$ cat config.mk
export PLATFORM = sky130hd
export DESIGN_NAME = keyed_fifo_table_flat
export DESIGN_NICKNAME = d
export VERILOG_FILES = /design/src/design/kft_pkg.sv /design/src/design/kft_ifs.sv /design/src/design/kft_store.sv /design/src/design/keyed_fifo_table.sv /design/src/flat_wrapper.sv
export SDC_FILE = /design/constraint.sdc
export NUM_CORES = 1
export LEC_CHECK = 0
export ABC_AREA = 1
export BUFFER_PORTS_ARGS = -buffer_cell sky130_fd_sc_hd__buf_2
export CORE_MARGIN = 5
export CORE_UTILIZATION = 45
export CTS_BUF_LIST = sky130_fd_sc_hd__clkbuf_4
export DETAILED_ROUTE_END_ITERATION = 6
export PLACE_DENSITY = 0.73
export SYNTH_ARGS = -nofsm -noshare
export SYNTH_HDL_FRONTEND = slang
export SYNTH_SLANG_ARGS = --single-unit
$ cat constraint.sdc
create_clock -name i_clk -period 5 [get_ports i_clk]
set_input_delay 0.25 -clock i_clk [delete_from_list [all_inputs] [get_ports i_clk]]
set_output_delay 0.25 -clock i_clk [all_outputs]
set_load 0.05 [all_outputs]
$ cat src/design/kft_pkg.sv
package kft_pkg;

    // Table geometry
    localparam int TABLE_DEPTH = 16;
    localparam int AW          = (TABLE_DEPTH > 1) ? $clog2(TABLE_DEPTH) : 1;
    localparam int CW          = $clog2(TABLE_DEPTH + 1);

    // Field widths
    localparam int KEY_W   = 32;
    localparam int VAL_W   = 32;
    localparam int TOT_W   = 36;
    localparam int CMD_W   = 2;
    localparam int STAT_W  = 3;

    typedef logic [CMD_W-1:0]         t_cmd;
    typedef logic [STAT_W-1:0]        t_status;
    typedef logic signed [KEY_W-1:0]  t_key;
    typedef logic [VAL_W-1:0]         t_val;
    typedef logic [TOT_W-1:0]         t_total;
    typedef logic [AW-1:0]            t_slot;
    typedef logic [CW-1:0]            t_count;

    // Command codes
    localparam t_cmd CMD_INSERT = 2'd0;
    localparam t_cmd CMD_REMOVE = 2'd1;
    localparam t_cmd CMD_SEARCH = 2'd2;
    localparam t_cmd CMD_LIST   = 2'd3;

    // Status codes
    localparam t_status ST_OK       = 3'd0;
    localparam t_status ST_DUP      = 3'd1;
    localparam t_status ST_FULL     = 3'd2;
    localparam t_status ST_EMPTY    = 3'd3;
    localparam t_status ST_NOTFOUND = 3'd4;

    // Store write port
    typedef struct packed {
        logic  we;
        t_slot addr;
        t_key  key;
        t_val  value;
    } t_wr;

    // Store read port
    typedef struct packed {
        logic  re;
        t_slot addr;
    } t_rd;

    // Slot that lies 'back' places before 'newest', modulo the depth
    function automatic t_slot slot_back(t_slot newest, t_slot back);
        logic [AW:0] sum;
        sum = {1'b0, newest} + (AW+1)'(TABLE_DEPTH) - {1'b0, back};
        if (sum >= (AW+1)'(TABLE_DEPTH)) begin
            sum = sum - (AW+1)'(TABLE_DEPTH);
        end
        return sum[AW-1:0];
    endfunction

    // Next slot after 'slot', wrapping at the depth
    function automatic t_slot slot_next(t_slot slot);
        t_slot res;
        if (slot == t_slot'(TABLE_DEPTH - 1)) begin
            res = '0;
        end else begin
            res = slot + t_slot'(1);
        end
        return res;
    endfunction

endpackage

$ cat src/design/kft_ifs.sv
// Command channel
interface kft_in_if import kft_pkg::*; ();
    logic valid;
    logic ready;
    t_cmd command;
    t_key key;
    t_val value_cents;

    modport source (output valid, command, key, value_cents, input ready);
    modport sink   (input valid, command, key, value_cents, output ready);
endinterface

// Result channel
interface kft_out_if import kft_pkg::*; ();
    logic    valid;
    logic    ready;
    t_status status;
    t_key    out_key;
    t_val    out_value;
    t_total  running_total;
    logic    last;

    modport source (output valid, status, out_key, out_value, running_total, last,
                     input ready);
    modport sink   (input valid, status, out_key, out_value, running_total, last,
                    output ready);
endinterface

$ cat src/design/kft_store.sv
// Record store: one write port, one read port, registered read data
module kft_store import kft_pkg::*; (
    input  logic i_clk,
    input  t_wr  i_wr,
    input  t_rd  i_rd,
    output t_key o_rkey,
    output t_val o_rval
);

    t_key mem_key [TABLE_DEPTH];
    t_val mem_val [TABLE_DEPTH];
    t_key r_rkey;
    t_val r_rval;

    // Write port
    always_ff @(posedge i_clk) begin
        if (i_wr.we) begin
            mem_key[i_wr.addr] <= i_wr.key;
            mem_val[i_wr.addr] <= i_wr.value;
        end
    end

    // Read port, data holds while not enabled
    always_ff @(posedge i_clk) begin
        if (i_rd.re) begin
            r_rkey <= mem_key[i_rd.addr];
            r_rval <= mem_val[i_rd.addr];
        end
    end

    assign o_rkey = r_rkey;
    assign o_rval = r_rval;

endmodule

$ cat src/design/keyed_fifo_table.sv
// Remove, and any command on an empty table, loads its result from S_ONE or S_INS once
// the result register is free. Search walks the stored records newest first, one read a
// cycle through the store's single read port while the result register is free or taken;
// insert walks the same way for a duplicate, then writes in S_INS; list loads one beat per
// record, one beat a cycle while the result side takes them. One command at a time.
// Reset (synchronous, active low) empties the table; store contents stay undefined.
module keyed_fifo_table import kft_pkg::*; (
    input logic      i_clk,
    input logic      i_rst_n,
    kft_in_if.sink   i_cmd,
    kft_out_if.source o_res
);

    localparam logic [1:0] S_IDLE = 2'd0;
    localparam logic [1:0] S_WALK = 2'd1;
    localparam logic [1:0] S_INS  = 2'd2;
    localparam logic [1:0] S_ONE  = 2'd3;

    // Control state
    logic [1:0] r_state, n_state;
    t_count     r_count, n_count;
    t_slot      r_newest, n_newest;
    t_count     r_iss, n_iss;
    t_count     r_ci, n_ci;
    logic       r_pend, n_pend;
    logic       r_ovalid, n_ovalid;

    // Command payload and walk data
    t_cmd    r_cmd, n_cmd;
    t_key    r_key, n_key;
    t_val    r_val, n_val;
    t_total  r_total, n_total;
    t_status r_st, n_st;

    // Result register
    t_status r_ost;
    t_key    r_okey;
    t_val    r_oval;
    t_total  r_otot;
    logic    r_olast;

    // Result to load
    logic    em_valid;
    t_status em_status;
    t_key    em_key;
    t_val    em_val;
    t_total  em_tot;
    logic    em_last;

    t_wr  wr;
    t_rd  rd;
    t_key rkey;
    t_val rval;

    logic   out_free;
    logic   consume;
    logic   issue;
    logic   at_last;
    t_total sum;

    kft_store u_store (
        .i_clk  (i_clk),
        .i_wr   (wr),
        .i_rd   (rd),
        .o_rkey (rkey),
        .o_rval (rval)
    );

    assign out_free = !r_ovalid || o_res.ready;
    assign i_cmd.ready = (r_state == S_IDLE);
    assign consume = (r_state == S_WALK) && r_pend && out_free;
    assign issue = (r_state == S_WALK) && (r_iss < r_count) && (!r_pend || consume);
    assign at_last = ((r_ci + t_count'(1)) == r_count);
    assign sum = r_total + t_total'(rval);

    // Command sequencer
    always_comb begin
        n_state  = r_state;
        n_count  = r_count;
        n_newest = r_newest;
        n_iss    = r_iss;
        n_ci     = r_ci;
        n_pend   = r_pend;
        n_cmd    = r_cmd;
        n_key    = r_key;
        n_val    = r_val;
        n_total  = r_total;
        n_st     = r_st;

        em_valid  = 1'b0;
        em_status = ST_OK;
        em_key    = '0;
        em_val    = '0;
        em_tot    = '0;
        em_last   = 1'b1;

        wr.we    = 1'b0;
        wr.addr  = slot_next(r_newest);
        wr.key   = r_key;
        wr.value = r_val;
        rd.re    = issue;
        rd.addr  = slot_back(r_newest, r_iss[AW-1:0]);

        unique case (r_state)
            S_IDLE: begin
                if (i_cmd.valid) begin
                    n_cmd   = i_cmd.command;
                    n_key   = i_cmd.key;
                    n_val   = i_cmd.value_cents;
                    n_iss   = '0;
                    n_ci    = '0;
                    n_pend  = 1'b0;
                    n_total = '0;
                    if (r_count == '0) begin
                        unique case (i_cmd.command)
                            CMD_INSERT: n_state = S_INS;
                            CMD_SEARCH: begin
                                n_st    = ST_NOTFOUND;
                                n_state = S_ONE;
                            end
                            default: begin
                                n_st    = ST_EMPTY;
                                n_state = S_ONE;
                            end
                        endcase
                    end else if (i_cmd.command == CMD_REMOVE) begin
                        n_count = r_count - t_count'(1);
                        n_st    = ST_OK;
                        n_state = S_ONE;
                    end else begin
                        n_state = S_WALK;
                    end
                end
            end

            S_WALK: begin
                if (issue) begin
                    n_iss  = r_iss + t_count'(1);
                    n_ci   = r_iss;
                    n_pend = 1'b1;
                end else if (consume) begin
                    n_pend = 1'b0;
                end
                if (consume) begin
                    priority case (r_cmd)
                        CMD_LIST: begin
                            em_valid  = 1'b1;
                            em_key    = rkey;
                            em_val    = rval;
                            em_tot    = sum;
                            em_last   = at_last;
                            n_total   = sum;
                            if (at_last) begin
                                n_state = S_IDLE;
                            end
                        end
                        CMD_SEARCH: begin
                            if (rkey == r_key) begin
                                em_valid = 1'b1;
                                em_key   = rkey;
                                em_val   = rval;
                                n_state  = S_IDLE;
                            end else if (at_last) begin
                                em_valid  = 1'b1;
                                em_status = ST_NOTFOUND;
                                n_state   = S_IDLE;
                            end
                        end
                        default: begin
                            // insert: duplicate check
                            if (rkey == r_key) begin
                                em_valid  = 1'b1;
                                em_status = ST_DUP;
                                n_state   = S_IDLE;
                            end else if (at_last) begin
                                n_state = S_INS;
                            end
                        end
                    endcase
                    if (n_state != S_WALK) begin
                        n_pend = 1'b0;
                    end
                end
            end

            S_INS: begin
                if (out_free) begin
                    em_valid = 1'b1;
                    n_state  = S_IDLE;
                    if (r_count >= t_count'(TABLE_DEPTH)) begin
                        em_status = ST_FULL;
                    end else begin
                        wr.we    = 1'b1;
                        n_newest = slot_next(r_newest);
                        n_count  = r_count + t_count'(1);
                    end
                end
            end

            S_ONE: begin
                if (out_free) begin
                    em_valid  = 1'b1;
                    em_status = r_st;
                    n_state   = S_IDLE;
                end
            end

            default: n_state = S_IDLE;
        endcase
    end

    // Result register valid
    always_comb begin
        if (em_valid) begin
            n_ovalid = 1'b1;
        end else if (o_res.ready) begin
            n_ovalid = 1'b0;
        end else begin
            n_ovalid = r_ovalid;
        end
    end

    // Control registers
    always_ff @(posedge i_clk) begin
        if (!i_rst_n) begin
            r_state  <= S_IDLE;
            r_count  <= '0;
            r_newest <= '0;
            r_iss    <= '0;
            r_ci     <= '0;
            r_pend   <= 1'b0;
            r_ovalid <= 1'b0;
        end else begin
            r_state  <= n_state;
            r_count  <= n_count;
            r_newest <= n_newest;
            r_iss    <= n_iss;
            r_ci     <= n_ci;
            r_pend   <= n_pend;
            r_ovalid <= n_ovalid;
        end
    end

    // Payload registers
    always_ff @(posedge i_clk) begin
        r_cmd   <= n_cmd;
        r_key   <= n_key;
        r_val   <= n_val;
        r_total <= n_total;
        r_st    <= n_st;
        if (em_valid) begin
            r_ost   <= em_status;
            r_okey  <= em_key;
            r_oval  <= em_val;
            r_otot  <= em_tot;
            r_olast <= em_last;
        end
    end

    assign o_res.valid         = r_ovalid;
    assign o_res.status        = r_ost;
    assign o_res.out_key       = r_okey;
    assign o_res.out_value     = r_oval;
    assign o_res.running_total = r_otot;
    assign o_res.last          = r_olast;

endmodule

$ cat src/flat_wrapper.sv
// flat-port wrapper written by rule: the top's interface ports become plain ports
module keyed_fifo_table_flat import kft_pkg::*;
  (i_clk, i_rst_n, i_cmd_valid, i_cmd_command, i_cmd_key, i_cmd_value_cents, i_cmd_ready, o_res_valid, o_res_status, o_res_out_key, o_res_out_value, o_res_running_total, o_res_last, o_res_ready);
  kft_in_if i_cmd_i ();
  kft_out_if o_res_i ();
  input logic i_clk;
  input logic i_rst_n;
  input wire logic [$bits(i_cmd_i.valid)-1:0] i_cmd_valid;
  input wire logic [$bits(i_cmd_i.command)-1:0] i_cmd_command;
  input wire logic [$bits(i_cmd_i.key)-1:0] i_cmd_key;
  input wire logic [$bits(i_cmd_i.value_cents)-1:0] i_cmd_value_cents;
  output wire logic [$bits(i_cmd_i.ready)-1:0] i_cmd_ready;
  output wire logic [$bits(o_res_i.valid)-1:0] o_res_valid;
  output wire logic [$bits(o_res_i.status)-1:0] o_res_status;
  output wire logic [$bits(o_res_i.out_key)-1:0] o_res_out_key;
  output wire logic [$bits(o_res_i.out_value)-1:0] o_res_out_value;
  output wire logic [$bits(o_res_i.running_total)-1:0] o_res_running_total;
  output wire logic [$bits(o_res_i.last)-1:0] o_res_last;
  input wire logic [$bits(o_res_i.ready)-1:0] o_res_ready;
  assign i_cmd_i.valid = i_cmd_valid;
  assign i_cmd_i.command = i_cmd_command;
  assign i_cmd_i.key = i_cmd_key;
  assign i_cmd_i.value_cents = i_cmd_value_cents;
  assign i_cmd_ready = i_cmd_i.ready;
  assign o_res_valid = o_res_i.valid;
  assign o_res_status = o_res_i.status;
  assign o_res_out_key = o_res_i.out_key;
  assign o_res_out_value = o_res_i.out_value;
  assign o_res_running_total = o_res_i.running_total;
  assign o_res_last = o_res_i.last;
  assign o_res_i.ready = o_res_ready;
  keyed_fifo_table u_core (.i_clk(i_clk), .i_rst_n(i_rst_n), .i_cmd(i_cmd_i), .o_res(o_res_i));
endmodule
==> impl_results.html, run 1 <==
<table>
<tr><th>Metric</th><th>Value</th></tr>
<tr><th colspan="2">Clocking</th></tr>
<tr><td>Cts repair resizes</td><td>0</td></tr>
<tr><td>Clock-pin slew reported for the worst setup and hold paths after clock tree synthesis</td><td>0.08 ns</td></tr>
<tr><td>CTS H-tree depth</td><td>5</td></tr>
<tr><td>Maximum number of buffers from clock root to sink</td><td>4</td></tr>
<tr><td>Sinks on the clock net</td><td>1319</td></tr>
<tr><td>Clock latency at the later pin of the worst-skew pair</td><td>1.17 ns</td></tr>
<tr><td>CTS Root Cell</td><td>sky130_fd_sc_hd__clkbuf_4</td></tr>
<tr><td>CTS tree</td><td>built</td></tr>
<tr><td>Inserted Clock Buffers</td><td>331</td></tr>
<tr><td>Number of buffers added for setup after CTS</td><td>0</td></tr>
<tr><th colspan="2">Final layout</th></tr>
<tr><td>Final net count</td><td>4698</td></tr>
<tr><td>Fraction of final layout cells sized beyond drive strength 1</td><td>15.8%</td></tr>
<tr><td>Multi-input gate area</td><td>12500 um2</td></tr>
<tr><td>Seq. cell area</td><td>39400 um2</td></tr>
<tr><td>Filler cells</td><td>9950</td></tr>
<tr><td>Number of standard cells in the final layout excluding fillers</td><td>6389</td></tr>
<tr><td>Syn-to-layout area delta</td><td>14.7%</td></tr>
<tr><th colspan="2">Worst setup path</th></tr>
<tr><td>Endpoint required time on the critical path</td><td>5.84 ns</td></tr>
<tr><td>Biggest fanout along the worst timing path</td><td>69</td></tr>
<tr><td>Reg-to-reg slack, setup</td><td>1.15 ns</td></tr>
<tr><td>FF-to-FF End</td><td>u_core.u_store.o_rval[24]</td></tr>
<tr><td>Worst reg2reg path startpoint</td><td>u_core.r_newest[0]</td></tr>
<tr><td>Path depth of the worst reg2reg path</td><td>9</td></tr>
<tr><td>Crit. End Element</td><td>flip-flop</td></tr>
<tr><td>Type of origin of the critical path</td><td>flip-flop</td></tr>
<tr><td>Worst Path Arrival</td><td>4.69 ns</td></tr>
<tr><td>Classification of the worst setup path</td><td>reg2reg</td></tr>
<tr><td>Critical path startpoint</td><td>u_core.r_newest[0]</td></tr>
<tr><th colspan="2">Drt</th></tr>
<tr><td>Vias per cell</td><td>5.39</td></tr>
<tr><td>Number of detailed-routing iterations run before antenna repair</td><td>5</td></tr>
<tr><td>Number of antenna-violating nets in the routed design</td><td>0</td></tr>
<tr><td>Detailed-route wire length</td><td>133000 um</td></tr>
<tr><td>WL/cell</td><td>20.8 um</td></tr>
<tr><td>Initial DRC Count</td><td>3503</td></tr>
<tr><td>Number of design rule violations left after detail routing</td><td>0</td></tr>
<tr><td>Overall via count from detail_route</td><td>34400</td></tr>
<tr><th colspan="2">Worst hold path</th></tr>
<tr><td>Hold worst-path end</td><td>u_core.r_iss[1]</td></tr>
<tr><td>Hold Path Origin</td><td>i_rst_n</td></tr>
<tr><td>Instance count along the most critical hold path</td><td>4</td></tr>
<tr><td>Min-Delay Path Class</td><td>in2reg</td></tr>
<tr><th colspan="2">Global routing</th></tr>
<tr><td>Grt met1 use</td><td>27.8%</td></tr>
<tr><td>Maximum number of pins on one net before global-route repair</td><td>149</td></tr>
<tr><td>GR Util met2</td><td>33.0%</td></tr>
<tr><td>First-pass GRT wire length</td><td>198000 um</td></tr>
<tr><td>Initial antenna violation count</td><td>13</td></tr>
<tr><td>Total track usage</td><td>20.5%</td></tr>
<tr><td>Overflow after GRT</td><td>0</td></tr>
<tr><td>GRT met3 Usage</td><td>4.87%</td></tr>
<tr><td>Global-route layer with the greatest usage</td><td>met2</td></tr>
<tr><td>Vias in the first global route</td><td>33800</td></tr>
<tr><th colspan="2">Synth</th></tr>
<tr><td>Number of distinct library cell variants in the gate-level netlist after synthesis</td><td>47</td></tr>
<tr><td>Register area share after synthesis</td><td>72.6%</td></tr>
<tr><td>Cell types occupying the most area after synthesis</td><td>sky130_fd_sc_hd__edfxtp_1 (72%), sky130_fd_sc_hd__mux2i_1 (4.7%), sky130_fd_sc_hd__o21ai_0 (3.6%)</td></tr>
<tr><td>Syn Area/Cell</td><td>13.3 um2</td></tr>
<tr><td>Netlist area before placement</td><td>54200 um2</td></tr>
<tr><td>EDFF count, synth</td><td>1296</td></tr>
<tr><td>Most area-hungry cell type in the Yosys netlist</td><td>sky130_fd_sc_hd__edfxtp_1</td></tr>
<tr><td>Top-count cell post-synth</td><td>sky130_fd_sc_hd__edfxtp_1</td></tr>
<tr><td>Net count after synthesis</td><td>4190</td></tr>
<tr><td>Async set-reset flop share out of synthesis</td><td>0%</td></tr>
<tr><td>Number of warnings printed during yosys synthesis</td><td>0</td></tr>
<tr><td>Share of the synthesized area in the top cell type</td><td>71.8%</td></tr>
<tr><td>FF+latch count, synth</td><td>1319</td></tr>
<tr><td>Post-Syn Instances</td><td>4066</td></tr>
<tr><td>Predominant post-synthesis flop cell</td><td>sky130_fd_sc_hd__edfxtp_1</td></tr>
<tr><td>Synth cell count leaders</td><td>sky130_fd_sc_hd__edfxtp_1 (1296), sky130_fd_sc_hd__inv_1 (412), sky130_fd_sc_hd__nand2_1 (410), sky130_fd_sc_hd__o21ai_0 (392), sky130_fd_sc_hd__a21oi_1 (380)</td></tr>
<tr><th colspan="2">Placed design</th></tr>
<tr><td>Post-detailed-placement half-perimeter wirelength</td><td>71200 um</td></tr>
<tr><td>Gpl congestion</td><td>0.889</td></tr>
<tr><td># port buffers</td><td>175</td></tr>
<tr><td># placed instances</td><td>5713</td></tr>
<tr><th colspan="2">Timing</th></tr>
<tr><td>Portion of the clock cycle consumed by the worst path in the final layout</td><td>77.0%</td></tr>
<tr><td>Maximum clock skew at final layout</td><td>0.0802 ns</td></tr>
<tr><td>Post-layout min period</td><td>3.85 ns</td></tr>
<tr><td>Max_slew headroom</td><td>32.2%</td></tr>
<tr><td>Unrepaired setup endpoints after global routing</td><td>false</td></tr>
<tr><td>Pins Over Slew Limit</td><td>0</td></tr>
<tr><td>Actual transition at the worst max-transition pin</td><td>1.02 ns</td></tr>
<tr><td>Peak Freq</td><td>260 MHz</td></tr>
<tr><td>Final hold violation count</td><td>0</td></tr>
<tr><td>Worst Hold Margin</td><td>0.227 ns</td></tr>
<tr><td>Final setup violation count</td><td>0</td></tr>
<tr><td>Setup TNS</td><td>0 ns</td></tr>
<tr><th colspan="2">Pwr</th></tr>
<tr><td>Worst supply voltage drop on vdd</td><td>969 uV</td></tr>
<tr><td>Power per unit of standard cell area</td><td>671 nW/um2</td></tr>
<tr><td>Static Leakage</td><td>23.4 nW</td></tr>
<tr><th colspan="2">Floorplanning</th></tr>
<tr><td>Starting Density</td><td>45.3%</td></tr>
<tr><td>I/O pin count</td><td>176</td></tr>
<tr><td>Number of placement rows</td><td>127</td></tr>
<tr><td>Floorplan die area</td><td>128000 um2</td></tr>
<tr><td>Core Area</td><td>120000 um2</td></tr>
<tr><td>Vertical extent of the die</td><td>357 um</td></tr>
<tr><td>Chip width</td><td>357 um</td></tr>
<tr><th colspan="2">Run status</th></tr>
<tr><td>Result of the run</td><td>finished clean</td></tr>
<tr><th colspan="2">Job</th></tr>
<tr><td>Maximum Capacitance Violations</td><td>0</td></tr>
</table>
[report_power, final]
part           total, mW  leakage [nW]  switching, mW  internal, mW
combinational       17.9          9.13           12.3          5.61
sequential          15.6          12.0           1.16          14.4
clock               8.18          2.24           4.02          4.16
[cell families (layout without fill, tap and decap cells)]
| logic type | Yosys count | count (layout) | share of synthesized area (%) |
|---|---|---|---|
| DFF | 1319 | 1319 | 72.6 |
| xor gates and xnor gates | 46 | 46 | 0.743 |
| buffers and inverters | 623 | 1328 | 4.72 |
| muxes | 256 | 256 | 4.73 |
| other | 0 | 6 | 0 |
| AOI/OAI and AO/OA | 1037 | 1037 | 10.5 |
| adders and majority gates | 54 | 54 | 1.29 |
| and+or+nand+nor | 731 | 731 | 5.41 |
[registers in the layout, indices dropped and copies added (netlist names)]
name,count
u_core.r_val,32
u_core.r_key,32
u_core.u_store.mem_val,512
u_core.u_store.o_rkey,32
u_core.u_store.o_rval,32
u_core.r_state,2
u_core.r_ci,5
u_core.o_res.last,1
u_core.r_total,36
u_core.o_res.valid,1
u_core.o_res.out_key,32
u_core.o_res.running_total,36
u_core.o_res.out_value,32
u_core.u_store.mem_key,512
u_core.o_res.status,3
u_core.r_newest,4
u_core.r_iss,5
u_core.r_count,5
u_core.r_pend,1
u_core.r_cmd,2
u_core.r_st,2
[worst max-delay path, stage by stage (launching register included)]
cell and delay [ns]:
sky130_fd_sc_hd__dfxtp_1 0.47, sky130_fd_sc_hd__inv_1 0.15, sky130_fd_sc_hd__ha_4 0.19, sky130_fd_sc_hd__fa_4 1.17, sky130_fd_sc_hd__buf_4 0.81, sky130_fd_sc_hd__a21oi_1 0.09
sky130_fd_sc_hd__o21ai_0 0.14, sky130_fd_sc_hd__o211ai_1 0.13, sky130_fd_sc_hd__a21oi_1 0.21, sky130_fd_sc_hd__a31oi_1 0.07
[worst max-delay path by stage]
stage,slack [ns],endpoint,cells past startpoint
2_1_floorplan,0.63,u_core.u_store.mem_key[12][0],5
3_3_place_gp,1.36,u_core.u_store.o_rval[25],9
3_5_place_dp,1.29,u_core.u_store.o_rval[24],9
4_1_cts,1.22,u_core.u_store.o_rval[24],9
5_1_grt,0.94,u_core.u_store.o_rval[24],9
6_report,1.15,u_core.u_store.o_rval[24],9
[stage by stage]
| step | total power [mW] | worst slack [ns] | utilization [%] | instance area, um2 |
|---|---|---|---|---|
| 6_report | 41.7 | 1.15 | 51.9 | 62200 |
| 5_1_grt | 44.3 | 0.936 | 51.9 | 62200 |
| 4_1_cts | 41.8 | 1.22 | 51.9 | 62200 |
| 3_5_place_dp | 33.4 | 1.29 | 47.6 | 57100 |
| 3_3_place_gp | 33.1 | 1.36 | 47.6 | 57100 |
| 2_1_floorplan | 28.5 | 0.632 | - | 54200 |
[layout by cell type (no fill, tap or decap), drive strengths merged, types with 10 or more instances in the layout]
| cell type | n |
|---|---|
| buf | 241 |
| o21ai | 434 |
| o211ai | 130 |
| nand3 | 42 |
| xor2 | 20 |
| ha | 51 |
| nor2 | 225 |
| edfxtp | 1296 |
| xnor2 | 26 |
| inv | 421 |
| nor3 | 32 |
| nand2 | 414 |
| clkinv | 78 |
| dlygate4sd3 | 140 |
| clkbuf | 447 |
| dfxtp | 23 |
| a31oi | 69 |
| a21oi | 385 |
| nand4 | 10 |
| mux2i | 256 |
[per-layer routing]
layer	vias to the layer above	share of wire, %
li1	15900	-
met3	214	8.9
met1	16700	41
met2	1579	48
met5	-	0.016
met4	4	1.9
[what timing repair did]
action | CTS | global route
hold endpoints to repair | 122 | 0
setup endpoints to repair | 0 | 0
hold buffers | 140 | 0
[layout make-up]
cell class                 count  share of cell area [%]
antenna                        6                  0.0241
clock inverter                83                   0.569
sequential                  1319                    63.3
clock buffer                 447                    5.39
multi-input combinational   2124                    20.0
tap                         1612                    3.24
inverter                     417                    2.54
timing repair buffer         381                    4.88
Power figures use the tool's default switching activity.
==> run 2, diff against run 1 <==
--- a/config.mk
+++ b/config.mk
@@ -5,13 +5,13 @@
 export SDC_FILE = /design/constraint.sdc
 export NUM_CORES = 1
 export LEC_CHECK = 0
-export ABC_AREA = 1
+export ABC_AREA = 0
 export BUFFER_PORTS_ARGS = -buffer_cell sky130_fd_sc_hd__buf_2
 export CORE_MARGIN = 5
 export CORE_UTILIZATION = 45
 export CTS_BUF_LIST = sky130_fd_sc_hd__clkbuf_4
 export DETAILED_ROUTE_END_ITERATION = 6
-export PLACE_DENSITY = 0.73
+export PLACE_DENSITY = 0.75
 export SYNTH_ARGS = -nofsm -noshare
 export SYNTH_HDL_FRONTEND = slang
 export SYNTH_SLANG_ARGS = --single-unit
==> constraint.sdc (replaced) <==
create_clock -name i_clk -period 3.3 [get_ports i_clk]
set_input_delay 0.165 -clock i_clk [delete_from_list [all_inputs] [get_ports i_clk]]
set_output_delay 0.165 -clock i_clk [all_outputs]
set_load 0.05 [all_outputs]
==> run 2 against run 1 <==
Setup slack worse by 1.0 ns. Non-clock buffer count rose by 55. Die area fell by 4.0%. Total power is 30% higher. Critical path depth decreased by 2. Utilization is 1.6 points higher. Global-route usage about the same. Critical path type unchanged.
==> impl_results.html, run 2 <==
<table>
<tr><th>Metric</th><th>Value</th></tr>
<tr><th colspan="2">Clocking</th></tr>
<tr><td>Sinks on the clock net</td><td>1319 (unchanged)</td></tr>
<tr><td>Clock-pin slew reported for the worst setup and hold paths after clock tree synthesis</td><td>0.07 ns (about the same)</td></tr>
<tr><td>Maximum number of buffers from clock root to sink</td><td>4 (unchanged)</td></tr>
<tr><td>Clock latency at the later pin of the worst-skew pair</td><td>1.23 ns (+0.06 ns)</td></tr>
<tr><td>CTS Root Cell</td><td>sky130_fd_sc_hd__clkbuf_4</td></tr>
<tr><td>CTS tree</td><td>built</td></tr>
<tr><td>Inserted Clock Buffers</td><td>325 (-1.8%)</td></tr>
<tr><td>CTS H-tree depth</td><td>5 (unchanged)</td></tr>
<tr><th colspan="2">Synth</th></tr>
<tr><td>Netlist area before placement</td><td>52000 um2 (-4.1%)</td></tr>
<tr><td>Number of distinct library cell variants in the gate-level netlist after synthesis</td><td>67 (+43%)</td></tr>
<tr><td>Syn Area/Cell</td><td>19.1 um2 (+43%)</td></tr>
<tr><td>Most area-hungry cell type in the Yosys netlist</td><td>sky130_fd_sc_hd__edfxtp_1</td></tr>
<tr><td>Top-count cell post-synth</td><td>sky130_fd_sc_hd__edfxtp_1</td></tr>
<tr><td>Register area share after synthesis</td><td>75.7% (+3.1 points)</td></tr>
<tr><td>EDFF count, synth</td><td>1296 (unchanged)</td></tr>
<tr><td>Number of warnings printed during yosys synthesis</td><td>0 (unchanged)</td></tr>
<tr><td>Post-Syn Instances</td><td>2721 (-33%)</td></tr>
<tr><td>Share of the synthesized area in the top cell type</td><td>74.8% (+3.1 points)</td></tr>
<tr><td>Predominant post-synthesis flop cell</td><td>sky130_fd_sc_hd__edfxtp_1</td></tr>
<tr><td>Async set-reset flop share out of synthesis</td><td>0% (unchanged)</td></tr>
<tr><td>Net count after synthesis</td><td>2845 (-32%)</td></tr>
<tr><td>Cell types occupying the most area after synthesis</td><td>sky130_fd_sc_hd__edfxtp_1 (75%), sky130_fd_sc_hd__mux4_2 (11%), sky130_fd_sc_hd__and2_1 (1.7%)</td></tr>
<tr><td>Synth cell count leaders</td><td>sky130_fd_sc_hd__edfxtp_1 (1296), sky130_fd_sc_hd__mux4_2 (256), sky130_fd_sc_hd__nand2_1 (184), sky130_fd_sc_hd__and2_1 (140), sky130_fd_sc_hd__clkbuf_1 (88)</td></tr>
<tr><td>FF+latch count, synth</td><td>1319 (unchanged)</td></tr>
<tr><th colspan="2">Pwr</th></tr>
<tr><td>Static Leakage</td><td>20.7 nW (-11%)</td></tr>
<tr><td>Overall Power</td><td>54.4 mW (+30%)</td></tr>
<tr><td>Internal cell power</td><td>35.8 mW (+48%)</td></tr>
<tr><td>Part of the power in registers</td><td>41.7% (+4.3 points)</td></tr>
<tr><td>Worst supply voltage drop on vdd</td><td>711 uV (-27%)</td></tr>
<tr><td>Power per unit of standard cell area</td><td>888 nW/um2 (+32%)</td></tr>
<tr><td>Power dissipated by switching net loads</td><td>18.6 mW (+6.3%)</td></tr>
<tr><td>Share of power burned in combinational logic</td><td>35.3% (-7.7 points)</td></tr>
<tr><td>Switch share</td><td>34.2% (-7.8 points)</td></tr>
<tr><td>Fraction of power consumed by the clock network</td><td>23.0% (+3.4 points)</td></tr>
<tr><th colspan="2">Final layout</th></tr>
<tr><td>Commonest non-fill, non-tap cell in the layout</td><td>sky130_fd_sc_hd__edfxtp_1</td></tr>
<tr><td>Filler cells</td><td>8809 (-11%)</td></tr>
<tr><td>Final net count</td><td>3477 (-26%)</td></tr>
<tr><td>Fraction of final layout cells sized beyond drive strength 1</td><td>29.8% (+14 points)</td></tr>
<tr><td>Largest registers in the final layout</td><td>u_core.u_store.mem_key (512), u_core.u_store.mem_val (512)</td></tr>
<tr><td>Final non-filler cell area</td><td>61200 um2 (-1.6%)</td></tr>
<tr><td>Syn-to-layout area delta</td><td>17.8%</td></tr>
<tr><td>Fraction of the core area covered by cells at the end of the flow</td><td>53.5% (+1.6 points)</td></tr>
<tr><td>Commonest cells after routing, fill and taps aside</td><td>sky130_fd_sc_hd__edfxtp_1 (1296), sky130_fd_sc_hd__clkbuf_4 (455), sky130_fd_sc_hd__mux4_2 (256)</td></tr>
<tr><th colspan="2">Floorplanning</th></tr>
<tr><td>Core Area</td><td>115000 um2 (-4.4%)</td></tr>
<tr><td>Starting Density</td><td>45.4% (+0.16 points)</td></tr>
<tr><td>Floorplan die area</td><td>122000 um2 (-4.0%)</td></tr>
<tr><td>Vertical extent of the die</td><td>350 um (-2.0%)</td></tr>
<tr><td>Chip width</td><td>350 um (-2.0%)</td></tr>
<tr><td>Number of placement rows</td><td>124 (-2.4%)</td></tr>
<tr><td>I/O pin count</td><td>176 (unchanged)</td></tr>
<tr><th colspan="2">Worst setup path</th></tr>
<tr><td>Worst Path Arrival</td><td>4.06 ns (-0.63 ns)</td></tr>
<tr><td>Endpoint required time on the critical path</td><td>4.18 ns (-1.66 ns)</td></tr>
<tr><td>Worst stage delay on the critical path</td><td>0.58 ns (-0.59 ns)</td></tr>
<tr><td>Standard cell with the maximum stage delay on the critical path</td><td>sky130_fd_sc_hd__a31oi_1</td></tr>
<tr><td>Path depth of the worst reg2reg path</td><td>7 (-2)</td></tr>
<tr><td>Biggest fanout along the worst timing path</td><td>30 (-57%)</td></tr>
<tr><td>Type of origin of the critical path</td><td>flip-flop</td></tr>
<tr><td>Crit. End Element</td><td>flip-flop</td></tr>
<tr><td>Cell-by-cell listing of the critical path</td><td>inv_1 &gt; ha_4 &gt; fa_4 &gt; xnor2_2 &gt; buf_4 &gt; nand2_1 &gt; a31oi_1</td></tr>
<tr><td>Classification of the worst setup path</td><td>reg2reg</td></tr>
<tr><th colspan="2">Drt</th></tr>
<tr><td>Number of antenna-violating nets in the routed design</td><td>0 (unchanged)</td></tr>
<tr><td>Number of detailed-routing iterations run before antenna repair</td><td>5 (unchanged)</td></tr>
<tr><td>Number of design rule violations left after detail routing</td><td>0 (unchanged)</td></tr>
<tr><td>Initial DRC Count</td><td>3081 (-12%)</td></tr>
<tr><td>Vias per cell</td><td>5.65 (+4.8%)</td></tr>
<tr><td>Detailed-route wire length</td><td>125000 um (-6.0%)</td></tr>
<tr><td>Overall via count from detail_route</td><td>28800 (-16%)</td></tr>
<tr><td>WL/cell</td><td>24.5 um (+18%)</td></tr>
<tr><th colspan="2">Global routing</th></tr>
<tr><td>Maximum number of pins on one net before global-route repair</td><td>53 (-64%)</td></tr>
<tr><td>Overflow after GRT</td><td>0 (unchanged)</td></tr>
<tr><td>Total track usage</td><td>20.5% (about the same)</td></tr>
<tr><td>Vias in the first global route</td><td>29500 (-13%)</td></tr>
<tr><td>Initial antenna violation count</td><td>9 (-4)</td></tr>
<tr><td>First-pass GRT wire length</td><td>186000 um (-6.3%)</td></tr>
<tr><th colspan="2">Job</th></tr>
<tr><td>Maximum Capacitance Violations</td><td>0 (unchanged)</td></tr>
<tr><th colspan="2">Timing</th></tr>
<tr><td>Portion of the clock cycle consumed by the worst path in the final layout</td><td>96.5% (+19 points)</td></tr>
<tr><td>Post-layout min period</td><td>3.18 ns (-0.668 ns)</td></tr>
<tr><td>Unrepaired setup endpoints after global routing</td><td>false</td></tr>
<tr><td>Max_slew headroom</td><td>32.4% (+0.25 points)</td></tr>
<tr><td>Peak Freq</td><td>314 MHz (+21%)</td></tr>
<tr><td>Actual transition at the worst max-transition pin</td><td>1.01 ns (-0.00842 ns)</td></tr>
<tr><td>Worst Hold Margin</td><td>0.201 ns (-0.0256 ns)</td></tr>
<tr><td>Pins Over Slew Limit</td><td>0 (unchanged)</td></tr>
<tr><td>Final hold violation count</td><td>0 (unchanged)</td></tr>
<tr><td>Final setup violation count</td><td>0 (unchanged)</td></tr>
<tr><td>Setup TNS</td><td>0 ns (unchanged)</td></tr>
<tr><td>Maximum clock skew at final layout</td><td>0.0659 ns (-0.0143 ns)</td></tr>
<tr><th colspan="2">Worst hold path</th></tr>
<tr><td>Instance count along the most critical hold path</td><td>3 (-1)</td></tr>
<tr><td>Min-Delay Path Class</td><td>in2reg</td></tr>
<tr><th colspan="2">Placed design</th></tr>
<tr><td>Post-detailed-placement half-perimeter wirelength</td><td>70800 um (-0.58%)</td></tr>
<tr><td># port buffers</td><td>175 (unchanged)</td></tr>
<tr><td>Gpl congestion</td><td>0.849 (-4.5%)</td></tr>
<tr><td>Placed Instance Area</td><td>56000 um2 (-1.9%)</td></tr>
<tr><th colspan="2">Run status</th></tr>
<tr><td>Result of the run</td><td>finished clean</td></tr>
</table>
run 2: final timing paths:
check | slack, ns | start | to
worst max-delay path | 0.12 | u_core.r_newest[0] | u_core.u_store.o_rval[18]
worst min-delay path | 0.20 | i_cmd_value_cents[15] | u_core.r_val[15]
worst max register to register | 0.12 | u_core.r_newest[0] | u_core.u_store.o_rval[18]
worst min register to register | 0.48 | u_core.r_ci[4] | u_core.r_ci[4]
run 2: cells by family (layout without fill, tap and decap cells):
kind of cell / after synthesis / count (layout) / share of synthesized area (%)
compound gates: 317 / 317 / 4.15
xor+xnor: 71 / 71 / 1.22
fa+ha+maj: 54 / 54 / 1.34
buf+inv: 156 / 1002 / 1.21
flops: 1319 / 1319 / 75.7
mux: 260 / 260 / 11.2
other cells: 0 / 13 / 0
simple gates: 544 / 544 / 5.19
run 2: cell type report:
cell class | instances | area, um2 | share of cell area, %
antenna | 13 | 32.5 | 0.0531
clock buffer | 455 | 3420 | 5.58
clock inverter | 86 | 362 | 0.590
inverter | 25 | 100 | 0.163
multi-input combinational | 1246 | 12200 | 19.9
sequential | 1319 | 39400 | 64.3
tap | 1512 | 1890 | 3.09
timing repair buffer | 436 | 3860 | 6.30
run 2: critical path: cells and delay by family, from the launching register on:
| family | cells | cell delay, ns |
|---|---|---|
| fa+ha+maj | 2 | 0.66 |
| buf+inv | 2 | 0.59 |
| compound gates | 1 | 0.58 |
| xor+xnor | 1 | 0.54 |
| flops | 1 | 0.34 |
| simple gates | 1 | 0.09 |
run 2: timing repair:
action	4_1_cts	5_1_grt
hold buffers	139	0
endpoints found under the hold margin	100	0
buffers inserted	0	1
endpoints found under the setup margin	0	4
gates resized for setup	0	2
run 2: per-stage QoR:
| stage | instances | setup slack, ns |
|---|---|---|
| floorplan | 2721 | 0.162 |
| global placement | 4398 | 0.215 |
| detailed placement | 4398 | 0.182 |
| CTS | 5078 | 0.123 |
| global route | 5090 | 0.0122 |
| finish | 5092 | 0.116 |
run 2: power groups by stage:
stage	sequential, mW	clock [mW]	combinational (mW)
floorplan	23.5	0	12.5
global placement	23.0	0	18.8
detailed placement	23.0	0	19.1
CTS	22.7	12.8	19.3
global route	22.9	13.8	20.7
finish	22.7	12.5	19.2
run 2: per-layer routing:
layer | global-route usage (%) | part of all wire [%] | up-vias
met5 | 0 | 0.022 | -
met4 | 7.35 | 2.9 | 4
met3 | 5.49 | 9.6 | 208
met2 | 32.7 | 48 | 1511
met1 | 27.5 | 39 | 14600
li1 | - | - | 12500
